`src/design/wrp_pkg.sv`:
```
// ----------------------------------------------------------------------------
// wrp_pkg
// Shared constants for the RIFF/WAVE header parser: tags, format codes,
// status codes and the widths of the alignment remainder unit.
// ----------------------------------------------------------------------------
`default_nettype none

package wrp_pkg;

  // Chunk and file tags as they appear in a little-endian 32-bit word.
  localparam logic [31:0] TAG_RIFF = 32'h4646_4952;
  localparam logic [31:0] TAG_WAVE = 32'h4556_4157;
  localparam logic [31:0] TAG_FMT  = 32'h2074_6D66;
  localparam logic [31:0] TAG_DATA = 32'h6174_6164;

  localparam logic [31:0] FMT_MIN_LEN = 32'd16;

  localparam logic [15:0] FMT_CODE_PCM   = 16'd1;
  localparam logic [15:0] FMT_CODE_FLOAT = 16'd3;

  // Summary status codes.
  localparam logic [2:0] ST_OK          = 3'd0;
  localparam logic [2:0] ST_BAD_RIFF    = 3'd1;
  localparam logic [2:0] ST_BAD_WAVE    = 3'd2;
  localparam logic [2:0] ST_FMT_SHORT   = 3'd3;
  localparam logic [2:0] ST_UNSUPPORTED = 3'd4;
  localparam logic [2:0] ST_MISSING     = 3'd5;
  localparam logic [2:0] ST_MISALIGNED  = 3'd6;
  localparam logic [2:0] ST_TRUNCATED   = 3'd7;

  // Remainder unit widths: data length by block alignment.
  localparam int unsigned DIVIDEND_W = 32;
  localparam int unsigned DIVISOR_W  = 16;

endpackage

`default_nettype wire

```
`src/design/wrp_remainder.sv`:
```
// ----------------------------------------------------------------------------
// wrp_remainder
// Restoring remainder unit: one dividend bit per cycle while busy, with the
// remainder valid when done is raised.
// ----------------------------------------------------------------------------
`default_nettype none

module wrp_remainder (
  input  wire logic                           clk,
  input  wire logic                           rst_n,
  input  wire logic                           start,
  input  wire logic [wrp_pkg::DIVIDEND_W-1:0] dividend,
  input  wire logic [wrp_pkg::DIVISOR_W-1:0]  divisor,
  output logic                                busy,
  output logic                                done,
  output logic [wrp_pkg::DIVISOR_W-1:0]       remainder
);
  import wrp_pkg::*;

  localparam int unsigned CNT_W = $clog2(DIVIDEND_W);

  logic [DIVIDEND_W-1:0] num_r;
  logic [DIVISOR_W-1:0]  den_r;
  logic [DIVISOR_W-1:0]  rem_r;
  logic [CNT_W-1:0]      cnt_r;
  logic                  busy_r;
  logic                  done_r;
  logic [DIVISOR_W:0]    trial;
  logic [DIVISOR_W:0]    diff;
  logic [DIVISOR_W-1:0]  rem_nxt;

  // The partial remainder stays below the divisor, so one shifted-in bit
  // needs only one extra bit of headroom.
  always_comb begin
    trial = {rem_r, num_r[DIVIDEND_W-1]};
    diff  = trial - {1'b0, den_r};
    if (trial >= {1'b0, den_r}) begin
      rem_nxt = diff[DIVISOR_W-1:0];
    end else begin
      rem_nxt = trial[DIVISOR_W-1:0];
    end
  end

  always_ff @(posedge clk) begin
    if (!rst_n) begin
      busy_r <= 1'b0;
      done_r <= 1'b0;
      cnt_r  <= '0;
    end else begin
      done_r <= 1'b0;
      if (start) begin
        busy_r <= 1'b1;
        cnt_r  <= '0;
        num_r  <= dividend;
        den_r  <= divisor;
        rem_r  <= '0;
      end else if (busy_r) begin
        rem_r <= rem_nxt;
        num_r <= {num_r[DIVIDEND_W-2:0], 1'b0};
        cnt_r <= cnt_r + 1'b1;
        if (cnt_r == CNT_W'(DIVIDEND_W - 1)) begin
          busy_r <= 1'b0;
          done_r <= 1'b1;
        end
      end
    end
  end

  assign busy      = busy_r;
  assign done      = done_r;
  assign remainder = rem_r;

endmodule

`default_nettype wire

```
`src/design/wav_riff_header_parser.sv`:
```
// ----------------------------------------------------------------------------
// wav_riff_header_parser
// Walks a WAV file byte stream, passes data-chunk bytes on as audio results
// and emits one summary of the format fields, data length and status.
// ----------------------------------------------------------------------------
// A result caused directly by a byte is loaded into the output register in
// the cycle after that byte is accepted.
// One file byte is taken per cycle while no summary is due and the output
// register is free, with the output register parting the two sides.
// A byte that completes both the fmt and data chunks with a nonzero block
// alignment starts the serial remainder unit; its summary is loaded once the
// remainder unit is done and the output register is free.
// A byte with both an audio result and a summary sends the audio result first.
// Reset (rst_n low, synchronous) returns the parser to the start of a file.
`default_nettype none

module wav_riff_header_parser (
  input  wire logic         clk,
  input  wire logic         rst_n,
  input  wire logic         in_tvalid,
  output logic              in_tready,
  input  wire logic [7:0]   in_tdata,   // [7:0] data_byte
  input  wire logic         in_tlast,   // stream_end
  output logic              out_tvalid,
  input  wire logic         out_tready,
  // [7:0] audio_byte, [10:8] status, [26:11] format_tag, [42:27] channels,
  // [74:43] sample_rate, [106:75] byte_rate, [122:107] block_align,
  // [138:123] bits_per_sample, [170:139] data_length, [175:171] zero
  output logic [175:0]      out_tdata,
  output logic              out_tuser,  // kind
  output logic              out_tlast   // run_last
);
  import wrp_pkg::*;

  // Where the parser stands within the file.
  typedef enum logic [2:0] {
    PH_FILEHDR, PH_CHUNKHDR, PH_FMT, PH_DATA, PH_SKIP, PH_PAD
  } phase_t;

  // Sequencer around the output register and the remainder unit.
  typedef enum logic [1:0] {
    CTL_IDLE, CTL_DIV, CTL_SUM
  } ctl_t;

  typedef struct packed {
    phase_t      phase;
    logic [31:0] field_count;
    logic [31:0] tag_shift;
    logic [31:0] chunk_length;
    logic [15:0] fmt;
    logic [15:0] chans;
    logic [31:0] rate;
    logic [31:0] brate;
    logic [15:0] align;
    logic [15:0] bits;
    logic [31:0] dlen;
    logic        seen_fmt;
    logic        seen_data;
    logic        finished;
  } parse_t;

  localparam parse_t PARSE_RESET = '{phase: PH_FILEHDR, default: '0};

  function automatic logic [175:0] pack_sum(parse_t s, logic [2:0] st);
    pack_sum = {5'd0, s.dlen, s.bits, s.align, s.brate, s.rate, s.chans, s.fmt,
                st, 8'd0};
  endfunction

  ctl_t          ctl_r;
  parse_t        ps_r;
  parse_t        ps_nxt;
  logic          out_valid_r;
  logic [175:0]  out_data_r;
  logic          out_kind_r;
  logic          out_last_r;
  logic [2:0]    sum_status_r;
  logic          clear_pend_r;

  logic          p_audio;
  logic          p_sum;
  logic          p_mod;
  logic [2:0]    p_status;
  logic [31:0]   tag_in;
  logic [31:0]   len_in;
  logic [31:0]   cnt_inc;
  logic          in_acc;
  logic          out_free;
  logic          out_load;
  logic          div_start;
  logic          div_busy;
  logic          div_done;
  logic [15:0]   div_rem;

  assign out_free  = !out_valid_r || out_tready;
  assign in_tready = (ctl_r == CTL_IDLE) && out_free;
  assign in_acc    = in_tvalid && in_tready;

  // The output register takes a new result this cycle.
  assign out_load  = (in_acc && (p_audio || (p_sum && !p_mod))) ||
                     (ctl_r == CTL_SUM && out_free);

  // Byte-level parse step: what this byte does to the parser state and which
  // results it causes.
  always_comb begin
    ps_nxt   = ps_r;
    p_audio  = 1'b0;
    p_sum    = 1'b0;
    p_mod    = 1'b0;
    p_status = ST_OK;
    tag_in   = {in_tdata, ps_r.tag_shift[31:8]};
    len_in   = {in_tdata, ps_r.chunk_length[31:8]};
    cnt_inc  = ps_r.field_count + 32'd1;
    if (!ps_r.finished) begin
      unique case (ps_r.phase)
        PH_FILEHDR: begin
          ps_nxt.tag_shift   = tag_in;
          ps_nxt.field_count = cnt_inc;
          if (cnt_inc == 32'd4 && tag_in != TAG_RIFF) begin
            p_sum           = 1'b1;
            p_status        = ST_BAD_RIFF;
            ps_nxt.finished = 1'b1;
          end else if (cnt_inc == 32'd12) begin
            if (tag_in != TAG_WAVE) begin
              p_sum           = 1'b1;
              p_status        = ST_BAD_WAVE;
              ps_nxt.finished = 1'b1;
            end else begin
              ps_nxt.phase       = PH_CHUNKHDR;
              ps_nxt.field_count = '0;
            end
          end
        end
        PH_CHUNKHDR: begin
          if (ps_r.field_count < 32'd4) begin
            ps_nxt.tag_shift = tag_in;
          end else begin
            ps_nxt.chunk_length = len_in;
          end
          ps_nxt.field_count = cnt_inc;
          if (cnt_inc == 32'd8) begin
            ps_nxt.field_count = '0;
            if (ps_r.tag_shift == TAG_FMT) begin
              if (len_in < FMT_MIN_LEN) begin
                p_sum           = 1'b1;
                p_status        = ST_FMT_SHORT;
                ps_nxt.finished = 1'b1;
              end else begin
                ps_nxt.phase = PH_FMT;
              end
            end else if (ps_r.tag_shift == TAG_DATA) begin
              ps_nxt.dlen = len_in;
              if (len_in == '0) begin
                ps_nxt.seen_data = 1'b1;
                ps_nxt.phase     = PH_CHUNKHDR;
              end else begin
                ps_nxt.phase = PH_DATA;
              end
            end else if (len_in == '0) begin
              ps_nxt.phase = PH_CHUNKHDR;
            end else begin
              ps_nxt.phase = PH_SKIP;
            end
          end
        end
        PH_FMT: begin
          case (ps_r.field_count[3:0])
            4'd0, 4'd1:   ps_nxt.fmt   = {in_tdata, ps_r.fmt[15:8]};
            4'd2, 4'd3:   ps_nxt.chans = {in_tdata, ps_r.chans[15:8]};
            4'd4, 4'd5, 4'd6, 4'd7:
                          ps_nxt.rate  = {in_tdata, ps_r.rate[31:8]};
            4'd8, 4'd9, 4'd10, 4'd11:
                          ps_nxt.brate = {in_tdata, ps_r.brate[31:8]};
            4'd12, 4'd13: ps_nxt.align = {in_tdata, ps_r.align[15:8]};
            default:      ps_nxt.bits  = {in_tdata, ps_r.bits[15:8]};
          endcase
          ps_nxt.field_count = cnt_inc;
          if (cnt_inc == FMT_MIN_LEN) begin
            if (ps_r.fmt != FMT_CODE_PCM && ps_r.fmt != FMT_CODE_FLOAT) begin
              p_sum           = 1'b1;
              p_status        = ST_UNSUPPORTED;
              ps_nxt.finished = 1'b1;
            end else begin
              ps_nxt.seen_fmt = 1'b1;
              if (ps_r.chunk_length > FMT_MIN_LEN) begin
                // Extra fmt bytes are skipped by the chunk length.
                ps_nxt.phase = PH_SKIP;
              end else begin
                ps_nxt.field_count = '0;
                ps_nxt.phase       = ps_r.chunk_length[0] ? PH_PAD : PH_CHUNKHDR;
              end
            end
          end
        end
        PH_DATA: begin
          p_audio            = 1'b1;
          ps_nxt.field_count = cnt_inc;
          if (cnt_inc == ps_r.chunk_length) begin
            ps_nxt.seen_data   = 1'b1;
            ps_nxt.field_count = '0;
            ps_nxt.phase       = ps_r.chunk_length[0] ? PH_PAD : PH_CHUNKHDR;
          end
        end
        PH_SKIP: begin
          ps_nxt.field_count = cnt_inc;
          if (cnt_inc == ps_r.chunk_length) begin
            ps_nxt.field_count = '0;
            ps_nxt.phase       = ps_r.chunk_length[0] ? PH_PAD : PH_CHUNKHDR;
          end
        end
        default: begin
          ps_nxt.phase       = PH_CHUNKHDR;
          ps_nxt.field_count = '0;
        end
      endcase

      // Both chunks seen: summary; nonzero alignment judged by remainder unit.
      if (!ps_nxt.finished && ps_nxt.seen_fmt && ps_nxt.seen_data) begin
        p_sum           = 1'b1;
        ps_nxt.finished = 1'b1;
        if (ps_nxt.align == '0) begin
          p_status = ST_MISALIGNED;
        end else begin
          p_mod = 1'b1;
        end
      end
      if (!ps_nxt.finished && in_tlast) begin
        p_sum           = 1'b1;
        ps_nxt.finished = 1'b1;
        if (ps_nxt.phase == PH_FILEHDR || ps_nxt.phase == PH_FMT ||
            ps_nxt.phase == PH_DATA) begin
          p_status = ST_TRUNCATED;
        end else begin
          p_status = ST_MISSING;
        end
      end
    end
  end

  assign div_start = in_acc && p_mod;

  wrp_remainder u_rem (
    .clk       (clk),
    .rst_n     (rst_n),
    .start     (div_start),
    .dividend  (ps_nxt.dlen),
    .divisor   (ps_nxt.align),
    .busy      (div_busy),
    .done      (div_done),
    .remainder (div_rem)
  );

  // Sequencer and output register. A summary that has to wait (behind an
  // audio result or for the remainder) keeps the parser state frozen, and the
  // end-of-stream clear is deferred until that summary is loaded.
  always_ff @(posedge clk) begin
    if (!rst_n) begin
      ctl_r        <= CTL_IDLE;
      ps_r         <= PARSE_RESET;
      out_valid_r  <= 1'b0;
      clear_pend_r <= 1'b0;
    end else begin
      if (out_valid_r && out_tready && !out_load) begin
        out_valid_r <= 1'b0;
      end
      unique case (ctl_r)
        CTL_IDLE: begin
          if (in_acc) begin
            if (p_audio) begin
              out_valid_r <= 1'b1;
              out_kind_r  <= 1'b0;
              out_last_r  <= !p_sum;
              out_data_r  <= {168'd0, in_tdata};
            end
            if (p_sum && (p_audio || p_mod)) begin
              ps_r         <= ps_nxt;
              sum_status_r <= p_status;
              clear_pend_r <= in_tlast;
              ctl_r        <= p_mod ? CTL_DIV : CTL_SUM;
            end else begin
              if (p_sum) begin
                out_valid_r <= 1'b1;
                out_kind_r  <= 1'b1;
                out_last_r  <= 1'b1;
                out_data_r  <= pack_sum(ps_nxt, p_status);
              end
              ps_r <= in_tlast ? PARSE_RESET : ps_nxt;
            end
          end
        end
        CTL_DIV: begin
          if (div_done) begin
            sum_status_r <= (div_rem != '0) ? ST_MISALIGNED : ST_OK;
            ctl_r        <= CTL_SUM;
          end
        end
        CTL_SUM: begin
          if (out_free) begin
            out_valid_r <= 1'b1;
            out_kind_r  <= 1'b1;
            out_last_r  <= 1'b1;
            out_data_r  <= pack_sum(ps_r, sum_status_r);
            if (clear_pend_r) begin
              ps_r <= PARSE_RESET;
            end
            clear_pend_r <= 1'b0;
            ctl_r        <= CTL_IDLE;
          end
        end
        default: ctl_r <= CTL_IDLE;
      endcase
    end
  end

  assign out_tvalid = out_valid_r;
  assign out_tdata  = out_data_r;
  assign out_tuser  = out_kind_r;
  assign out_tlast  = out_last_r;

  // No new byte is taken while the remainder unit works.
  a_busy_blocks: assert property (@(posedge clk) disable iff (!rst_n)
    div_busy |-> !in_tready)
    else $error("byte accepted during alignment check");

  // The remainder wait is left only for the summary load.
  a_div_exit: assert property (@(posedge clk) disable iff (!rst_n)
    ctl_r == CTL_DIV |=> (ctl_r == CTL_DIV || ctl_r == CTL_SUM))
    else $error("alignment wait left without summary");

  // An ok summary never carries a zero block alignment.
  a_ok_align: assert property (@(posedge clk) disable iff (!rst_n)
    (out_tvalid && out_tuser && out_tdata[10:8] == ST_OK) |-> out_tdata[122:107] != '0)
    else $error("ok status with zero block alignment");

endmodule

`default_nettype wire

```
`config.mk`:
```
export PLATFORM = sky130hd
export DESIGN_NAME = wav_riff_header_parser
export DESIGN_NICKNAME = d
export VERILOG_FILES = /design/src/design/wrp_pkg.sv /design/src/design/wrp_remainder.sv /design/src/design/wav_riff_header_parser.sv
export SDC_FILE = /design/constraint.sdc
export NUM_CORES = 1
export LEC_CHECK = 0
export ABC_CLOCK_PERIOD_IN_PS = 36900
export BUFFER_PORTS_ARGS = -buffer_cell sky130_fd_sc_hd__buf_4
export CORE_UTILIZATION = 40
export CTS_CLUSTER_DIAMETER = 60
export CTS_CLUSTER_SIZE = 8
export DETAILED_ROUTE_END_ITERATION = 7
export PLACE_DENSITY_LB_ADDON = 0.2
export SETUP_SLACK_MARGIN = 0.3
export SLEW_MARGIN = 30
export SYNTH_ARGS = -nofsm -noshare
export SYNTH_HDL_FRONTEND = slang
export SYNTH_SLANG_ARGS = --single-unit
export TNS_END_PERCENT = 5
```
`constraint.sdc`:
```
create_clock -name clk -period 36.9 [get_ports clk]
set_input_delay 1.845 -clock clk [delete_from_list [all_inputs] [get_ports clk]]
set_output_delay 1.845 -clock clk [all_outputs]
set_load 0.01 [all_outputs]
```
==> flow_summary.ini, run 1 <==
[outcome]
outcome = completed

[place]
gp_routability_congestion = 0.9730
hpwlAfterDp_mm = 57.70
placed_cells = 3692
placement.cell_area_um2 = 28890
port_buffers = 192
pre_cts_ws_ps = 29650

[die]
placementRows = 94
die_height_um = 261.5
coreArea_um2 = 66220
die_area_um2 = 68400
top_level_pins = 193
initial_core_util_pct = 40.69
die_w_um = 261.5

[drt]
ant_nets = 0
num_vias = 22540
viasPerCell = 5.885
drc = 0
detail_route.wl_per_cell_um = 22.82
detail_route.wirelength_mm = 87.41
drt_iter0_drc = 2189
drt-pass1-iter-count = 6

[sta]
setup_viol = 0
rsz0062_at_grt = false
final_hold_viol_count = 0
period_needed_ps = 7273
fin_skew_ps = 54.46
layout_setup_ws_ps = 29630
timing.setup.tns_ps = 0
fmaxAchievable_ghz = 0.1375
timing.final.crit_share_pct = 19.71
final_max_slew_viol_count = 0
timing.max_slew.rel_slack_pct = 37.60
tightestPinTransition_ps = 927.5
final.hold.worst_slack_ps = 475.3

[setup_path]
critPathTopFamily = simple AND/OR/NAND/NOR gates
timing.critical_path.from_type = flip-flop
cp_slowest_stage_delay_ps = 870
crit_end_category = flip-flop
critical_path_class = flip-flop to flip-flop
worst_setup_path_startpoint = ps_r[231]$_SDFFE_PN0P_
required_ps = 37370
critical_path_arrival_ps = 7740
reg2reg_launch_point = ps_r[231]$_SDFFE_PN0P_
critPathMaxFanout = 86
critPathBufInv = 2
worstPathCellList = nand3_1, or4_1, nor4_1, mux2_2, a2111oi_0, nand4_1, nor3_1, o211ai_1, a31oi_4, buf_12, buf_4, nand2_1, o21ai_2, o2bb2ai_1
timing.critical_path.slowest_stage_cell = sky130_fd_sc_hd__or4_1

[power_and_ir_drop]
power.static_leakage_nw = 11.32
power.share.sequential_pct = 45.0
cell_internal_pwr_mw = 1.049
total_power_mw = 1.373
power_switching_mw = 0.3245
power_frac_comb_pct = 4.7
irDropWorstVdd_mv = 0.03244
power.density_nw_per_um2 = 43.89
clock_power_share_pct = 50.3
share_of_total_power_consumed_by_net_switching_pct = 23.63

[synth]
synth_enable_flop_cells = 245
synth.yosys.seq_area_share_pct = 47.59
postSynth.topFlopCell = sky130_fd_sc_hd__dfxtp_1
synth.yosys.warnings = 0
mean_instance_size_in_the_synthesized_netlist_um2 = 9.467
number_of_instances_in_the_synthesized_netlist = 2846
post_synth_num_cell_types = 90
mappedNetlistNets = 2883
summed_instance_area_of_the_synthesized_netlist_um2 = 26940
async_s_r_ff_share_synth_pct = 0
synth_seq_cells = 518

[global_route]
met2_usage_grt_pct = 41.17
global_route_total_overflow = 0
grt.met1_usage_pct = 33.42
antenna_found_initial = 1
grt_util_met3_pct = 4.510
grt_usage_pct = 25.24
grt_first_pass_wirelength_mm = 133.8
grt_start_max_net_pins = 162
first_global_vias = 21678
global_route.peak_usage_layer = met2

[layout]
final_util_pct = 47.26
nNetsFinal = 2945
most-common-layout-cells = sky130_fd_sc_hd__nand2_1 (399), sky130_fd_sc_hd__dfxtp_1 (273), sky130_fd_sc_hd__edfxtp_1 (245)
non_filler_instance_count_after_layout = 3830
layout-drive-gt1-share_pct = 14.37
layout.cells.most_common = sky130_fd_sc_hd__nand2_1
area_added_between_synthesis_and_finish_pct = 16.15
post-route-cell-area_um2 = 31290

[clocking]
cts-root-buf = sky130_fd_sc_hd__clkbuf_16
cts.clk_slew.worst_paths_ps = 50
post_cts.resized_instances = 0
number_of_sinks_handled_by_clock_tree_synthesis = 518
clock_latency_ps = 640
cts.htree.levels = 3
cts_buffers = 78
cts_post_setup_buffers_inserted = 0
clk_path_buf_depth = 3
tritoncts = done
cts_hold_repair.buffers = 0

[run]
drv_cap = 0

[hold_path]
hold_start = ps_r[200]$_SDFFE_PN0P_
timing.hold.worst.class = flip-flop to flip-flop
-- power groups by stage --
stage	registers [mW]	logic, mW	clock network (mW)
6_report	0.618	0.0649	0.691
5_1_grt	0.618	0.0701	0.728
4_1_cts	0.618	0.0653	0.703
3_5_place_dp	0.629	0.0652	0
3_3_place_gp	0.629	0.0632	0
2_1_floorplan	0.635	0.0328	0
-- synthesized netlist by cell type, types with 53 or more instances --
cell | instances | share of area, %
sky130_fd_sc_hd__o21ai_1 | 200 | 3.7
sky130_fd_sc_hd__mux2i_1 | 138 | 5.1
sky130_fd_sc_hd__o21ai_0 | 81 | 1.5
sky130_fd_sc_hd__nand3_1 | 66 | 1.2
sky130_fd_sc_hd__clkbuf_1 | 171 | 2.4
sky130_fd_sc_hd__mux2_2 | 59 | 2.5
sky130_fd_sc_hd__a22oi_1 | 98 | 2.7
sky130_fd_sc_hd__buf_2 | 53 | 0.98
sky130_fd_sc_hd__dfxtp_1 | 273 | 20
sky130_fd_sc_hd__a21oi_1 | 78 | 1.4
sky130_fd_sc_hd__nor2b_1 | 146 | 3.4
sky130_fd_sc_hd__nand2_1 | 400 | 5.6
sky130_fd_sc_hd__inv_1 | 64 | 0.89
sky130_fd_sc_hd__a22o_1 | 140 | 4.6
sky130_fd_sc_hd__nor2_1 | 96 | 1.3
sky130_fd_sc_hd__edfxtp_1 | 245 | 27
-- layout make-up --
cell class	count	area (um2)
Inverter	65	244.0
Sequential cell	518	12820
Tap cell	864	1081
Clock inverter	11	198.9
Fill cell	6173	34920
Antenna cell	1	2.502
Clock buffer	126	2185
Timing Repair Buffer	226	1749
Multi-Input combinational cell	2019	13010
-- state kept, by name, indices dropped and copies added (netlist names) --
register,count
u_rem.remainder,16
out_tlast,1
out_tuser,1
ps_r,238
u_rem.done,1
out_tvalid,1
sum_status_r,3
u_rem.cnt_r,5
u_rem.busy,1
ctl_r,2
u_rem.den_r,16
out_tdata,176
clear_pend_r,1
u_rem.num_r,32
len_in,24
-- per-layer routing --
metal / part of all wire [%] / vias up
li1: - / 10604
met1: 43 / 11054
met2: 48 / 717
met5: 0.013 / -
met3: 6.0 / 163
met4: 3.3 / 2
-- final timing paths --
kind	to	slack, ps	cells past startpoint
min	ps_r[200]$_SDFFE_PN0P_	480	1
max	out_tdata[16]$_DFFE_PP_	29630	14
max reg2reg	out_tdata[16]$_DFFE_PP_	29630	14
min reg2reg	ps_r[200]$_SDFFE_PN0P_	480	1
-- logic make-up after synthesis --
family	after synthesis	synth area share, %
adder cells (fa/ha/maj)	24	1.142
AO/OA/AOI/OAI	776	19.15
AND/OR/NAND/NOR	974	18.13
buffers and inverters	309	4.732
flip-flops	518	47.59
XOR/XNOR	48	1.667
multiplexers	197	7.593
Note: power is estimated with default switching activity, not from simulation.
==> run 2, diff against run 1 <==
- ABC_CLOCK_PERIOD_IN_PS: 36900 -> 6100
- clock period: 36.9 -> 6.1 ns (I/O delays scaled with it)
==> run 2 against run 1 <==
Against the previous run: non-clock buffer count up 59; fmax up 33%; final cell count up 1.6%; sequential cell count unchanged; critical path depth unchanged; largest cell class unchanged; sequential share of layout area down 0.62 points; via count up 1.1%; first-iteration DRC count down 14%; register-to-register slack worse by 29000 ps; count of clock-buffer cells in the layout up 3; hold slack worse by 430 ps; total power rose to 6.0 times the previous value.
==> flow_summary.ini, run 2 (synthesis gave the netlist of run 1 again) <==
[clocking]
cts_hold_repair.buffers = 0
clock_latency_ps = 640
tritoncts = done
cts-root-buf = sky130_fd_sc_hd__clkbuf_16
cts_post_setup_buffers_inserted = 0
clk_path_buf_depth = 3
cts.clk_slew.worst_paths_ps = 50
cts_buffers = 77
cts.htree.levels = 3
number_of_sinks_handled_by_clock_tree_synthesis = 518
post_cts.resized_instances = 0

[layout]
area_added_between_synthesis_and_finish_pct = 17.94
largest_reg_flops = 238
register_containing_the_most_flip_flops_in_the_final_layout = ps_r
layout.cells.most_common = sky130_fd_sc_hd__nand2_1
most-common-layout-cells = sky130_fd_sc_hd__nand2_1 (399), sky130_fd_sc_hd__dfxtp_1 (273), sky130_fd_sc_hd__buf_4 (269)
fillerInstances = 6196
nNetsFinal = 3003
layout-drive-gt1-share_pct = 15.76

[global_route]
grt_first_pass_wirelength_mm = 134.4
global_route_total_overflow = 0
grt_start_max_net_pins = 142
first_global_vias = 21717
grt_usage_pct = 25.46
antenna_found_initial = 2

[place]
gp_routability_congestion = 0.9431
hpwlAfterDp_mm = 58.21
port_buffers = 192

[sta]
final.hold.worst_slack_ps = 46.78
fin_skew_ps = 39.10
tightestPinTransition_ps = 978.3
final_hold_viol_count = 0
timing.final.crit_share_pct = 89.63
period_needed_ps = 5467
final_max_slew_viol_count = 0
rsz0062_at_grt = false
setup_viol = 0
timing.max_slew.rel_slack_pct = 34.78
timing.setup.tns_ps = 0
fmaxAchievable_ghz = 0.1829

[setup_path]
required_ps = 6650
critical_path_arrival_ps = 6010
worstPathCellList = ha_1, nand3_2, or4_1, o31a_1, or4_1, or4_1, or4_1, nor2_2, o211a_1, nand4_2, a211oi_4, buf_12, or2b_1, mux2i_1
worst_path_most_repeated_cell = sky130_fd_sc_hd__or4_1
critPathMaxFanout = 53
crit_end_category = flip-flop
timing.critical_path.from_type = flip-flop
critical_path_class = flip-flop to flip-flop
critPathBufInv = 1
critPathTopFamily = simple AND/OR/NAND/NOR gates
cp_slowest_stage_delay_ps = 770
timing.critical_path.slowest_stage_cell = sky130_fd_sc_hd__or4_1

[run]
drv_cap = 0

[die]
die_w_um = 261.5
coreArea_um2 = 66220
initial_core_util_pct = 40.69
placementRows = 94
die_height_um = 261.5
die_area_um2 = 68400
top_level_pins = 193

[drt]
detail_route.wl_per_cell_um = 22.67
viasPerCell = 5.854
ant_nets = 0
num_vias = 22783
detail_route.wirelength_mm = 88.25
drc = 0
drt_iter0_drc = 1888
drt-pass1-iter-count = 7

[power_and_ir_drop]
power.density_nw_per_um2 = 258.9
power.static_leakage_nw = 11.68
irDropWorstVdd_mv = 0.1718

[hold_path]
timing.hold.worst.class = primary input to flip-flop

[outcome]
outcome = completed
[run 2: metal layers]
metal	routed length, um	vias up	part of all wire, %	global-route usage [%]
li1	-	10716	-	-
met1	38730	11212	44	34.00
met2	41200	708	47	40.86
met3	5638	147	6.4	5.091
met4	2683	0	3.0	9.060
met5	0	-	0	0
[run 2: final cells by class]
type	instances	area, um2	area share [%]
Clock inverter	11	172.7	0.5434
Timing Repair Buffer	285	2340	7.364
Inverter	65	244.0	0.7679
Antenna cell	1	2.502	0.007876
Multi-Input combinational cell	2019	12970	40.82
Sequential cell	518	12820	40.35
Clock buffer	129	2142	6.741
Tap cell	864	1081	3.402
[run 2: power by group]
| group | total [mW] | leakage, nW | switching, mW | internal [mW] |
|---|---|---|---|---|
| combinational | 0.418 | 6.08 | 0.264 | 0.154 |
| sequential | 3.73 | 4.51 | 0.0353 | 3.70 |
| clock | 4.07 | 1.09 | 1.66 | 2.41 |
| total | 8.23 | 11.7 | 1.96 | 6.26 |
[run 2: path summary, 6_finish.rpt]
kind	start	endpoint	slack, ps	cells past startpoint
worst min-delay path	in_tdata[0]	ps_r[91]$_SDFFE_PN0P_	50	2
worst max register to register	ps_r[227]$_SDFFE_PN0P_	ps_r[244]$_SDFFE_PN0P_	630	14
worst max-delay path	ps_r[227]$_SDFFE_PN0P_	ps_r[244]$_SDFFE_PN0P_	630	14
worst min register to register	ps_r[67]$_SDFFE_PN0P_	ps_r[67]$_SDFFE_PN0P_	480	1
[run 2: stage by stage]
| stage | setup slack, ps | instance area [um2] | total power [mW] | cells | utilization (%) |
|---|---|---|---|---|---|
| 2_1_floorplan | 250.8 | 26950 | 4.021 | 2846 | - |
| 3_3_place_gp | 631.5 | 29430 | 4.216 | 3751 | 44.44 |
| 3_5_place_dp | 599.3 | 29450 | 4.221 | 3751 | 44.47 |
| 4_1_cts | 592.9 | 31760 | 8.296 | 3891 | 47.96 |
| 5_1_grt | 348.4 | 31770 | 8.473 | 3892 | 47.99 |
| 6_report | 632.8 | 31770 | 8.226 | 3892 | 47.99 |
[run 2: worst register-to-register path, cell delays in order, from the launching register on]
cell	delay [ps]
sky130_fd_sc_hd__dfxtp_1	530
sky130_fd_sc_hd__ha_1	370
sky130_fd_sc_hd__nand3_2	110
sky130_fd_sc_hd__or4_1	770
sky130_fd_sc_hd__o31a_1	340
sky130_fd_sc_hd__or4_1	470
sky130_fd_sc_hd__or4_1	590
sky130_fd_sc_hd__or4_1	680
sky130_fd_sc_hd__nor2_2	180
sky130_fd_sc_hd__o211a_1	210
sky130_fd_sc_hd__nand4_2	180
sky130_fd_sc_hd__a211oi_4	320
sky130_fd_sc_hd__buf_12	260
sky130_fd_sc_hd__or2b_1	300
sky130_fd_sc_hd__mux2i_1	110
==> run 3, diff against run 2 <==
- CORE_UTILIZATION: 40 -> 45
==> run 3 against run 2 <==
Against the previous run: the flow now finishes with violations (design-rule violations); sequential cell count is the same; setup slack gained 73 ps; final cell count shrank 2.8%; hold slack gained 46 ps; critical path depth grew 2; count of clock-buffer cells in the layout shrank 7; sequential share of layout area grew 0.22 points; core utilization grew 5.5 points; critical endpoint is now out_tdata[14]$_DFFE_PP_.
==> flow_summary.ini, run 3 (synthesis gave the netlist of run 1 again) <==
[outcome]
outcome = finished with violations
violations = design-rule violations

[global_route]
antenna_found_initial = 0
first_global_vias = 22049
grt_usage_pct = 27.77
grt_start_max_net_pins = 141
global_route_total_overflow = 0
grt_first_pass_wirelength_mm = 131.1

[sta]
final_hold_viol_count = 0
rsz0062_at_grt = false
final_max_slew_viol_count = 0
tightestPinTransition_ps = 1071
fmaxAchievable_ghz = 0.1854
setup_viol = 0
timing.setup.tns_ps = 0
period_needed_ps = 5395
fin_skew_ps = 32.13
timing.final.crit_share_pct = 88.44
timing.max_slew.rel_slack_pct = 28.59

[layout]
largest_reg_flops = 238
ff_latch_area_um2 = 12820
nNetsFinal = 2993
post-route-cell-area_um2 = 31610
antenna_cells_inserted = 0
layout.cells.most_common = sky130_fd_sc_hd__nand2_1
most-common-layout-cells = sky130_fd_sc_hd__nand2_1 (399), sky130_fd_sc_hd__dfxtp_1 (273), sky130_fd_sc_hd__buf_4 (261)
non_filler_instance_count_after_layout = 3784
layout-drive-gt1-share_pct = 15.61
register_containing_the_most_flip_flops_in_the_final_layout = ps_r
area_added_between_synthesis_and_finish_pct = 17.31
fillerInstances = 5239
multi_input_combinational_cell_area_um2 = 12960

[setup_path]
critPathMaxFanout = 72
critical_path_class = flip-flop to flip-flop
required_ps = 6420
timing.critical_path.from_type = flip-flop
critical_path_arrival_ps = 5710
crit_end_category = flip-flop

[clocking]
cts.clk_slew.worst_paths_ps = 50
cts_buffers = 79
cts-root-buf = sky130_fd_sc_hd__clkbuf_16
tritoncts = done
clock_latency_ps = 620
number_of_sinks_handled_by_clock_tree_synthesis = 518
cts.htree.levels = 3
clk_path_buf_depth = 3
cts_hold_repair.buffers = 0

[hold_path]
timing.hold.worst.class = primary input to flip-flop

[place]
placed_cells = 3648
port_buffers = 192
hpwlAfterDp_mm = 55.91
placement.cell_area_um2 = 29180
gp_routability_congestion = 0.9435

[drt]
drc = 2
num_vias = 22841
drt_iter0_drc = 1811
detail_route.wl_per_cell_um = 22.72
drt-pass1-iter-count = 8
viasPerCell = 6.036
detail_route.wirelength_mm = 85.96
ant_nets = 0

[die]
coreArea_um2 = 59130
initial_core_util_pct = 45.56
die_w_um = 246.7
placementRows = 89
die_height_um = 246.7
top_level_pins = 193
die_area_um2 = 60850

[run]
drv_cap = 0

[power_and_ir_drop]
irDropWorstVdd_mv = 0.2156
power.density_nw_per_um2 = 264.9
power.static_leakage_nw = 11.65
==> run 3: final timing paths <==
path                          endpoint                   start  depth (start not counted)  slack, ps
max reg2reg    out_tdata[14]$_DFFE_PP_  ps_r[227]$_SDFFE_PN0P_                         16        710
min          clear_pend_r$_SDFFE_PN0P_                in_tlast                          3         90
min reg2reg     ps_r[197]$_SDFFE_PN0P_  ps_r[197]$_SDFFE_PN0P_                          1        480
max            out_tdata[14]$_DFFE_PP_  ps_r[227]$_SDFFE_PN0P_                         16        710
==> run 3: power by group <==
group / switching, mW / internal [mW] / total [mW]
sequential: 0.0360 / 3.70 / 3.74
clock: 1.62 / 2.61 / 4.23
combinational: 0.257 / 0.147 / 0.404
==> run 3: cell type report <==
cell class                 instances  area share [%]
clock buffer                     122           6.865
sequential                       518           40.57
clock inverter                    14          0.7641
tap                              773           3.060
multi-input combinational       2019           41.01
timing repair buffer             273           6.960
inverter                          65          0.7720
==> run 3: metrics by stage <==
stage / total power [mW] / hold WS, ps / utilization [%] / worst slack (ps)
after detailed placement: 4.207 / 464.3 / 49.35 / 454.5
after global routing: 8.617 / 99.64 / 53.45 / 327.2
after CTS: 8.437 / 61.39 / 53.43 / 418.7
final: 8.373 / 92.66 / 53.45 / 705.4
after floorplan: 4.021 / 440.0 / - / 250.8
after global placement: 4.201 / 453.6 / 49.33 / 598.4
==> run 3: what timing repair did <==
action,4_1_cts,5_1_grt
gates resized for setup,0,1
hold endpoints to repair,0,0
buffers inserted,0,0
endpoints found under the setup margin,0,194
==> run 3: worst max-delay path, stage by stage, from the launching register on <==
cell and delay, ps:
sky130_fd_sc_hd__dfxtp_1 530, sky130_fd_sc_hd__ha_1 380, sky130_fd_sc_hd__nand3_2 130, sky130_fd_sc_hd__or4_4 670
sky130_fd_sc_hd__nor4_1 390, sky130_fd_sc_hd__xor2_1 180, sky130_fd_sc_hd__or4_1 710, sky130_fd_sc_hd__nor4_1 390
sky130_fd_sc_hd__buf_4 190, sky130_fd_sc_hd__or2_2 110, sky130_fd_sc_hd__o211ai_1 170, sky130_fd_sc_hd__a31oi_4 270
sky130_fd_sc_hd__buf_12 250, sky130_fd_sc_hd__buf_12 300, sky130_fd_sc_hd__nor2b_1 80, sky130_fd_sc_hd__a31oi_1 160
sky130_fd_sc_hd__o2bb2ai_1 90
==> run 3: per-layer routing <==
metal  global-route usage, %  routed length (um)
met1                   36.45               36930
met2                   45.60               41000
met3                   5.101                5516
met4                   10.02                2521
met5                       0                   0
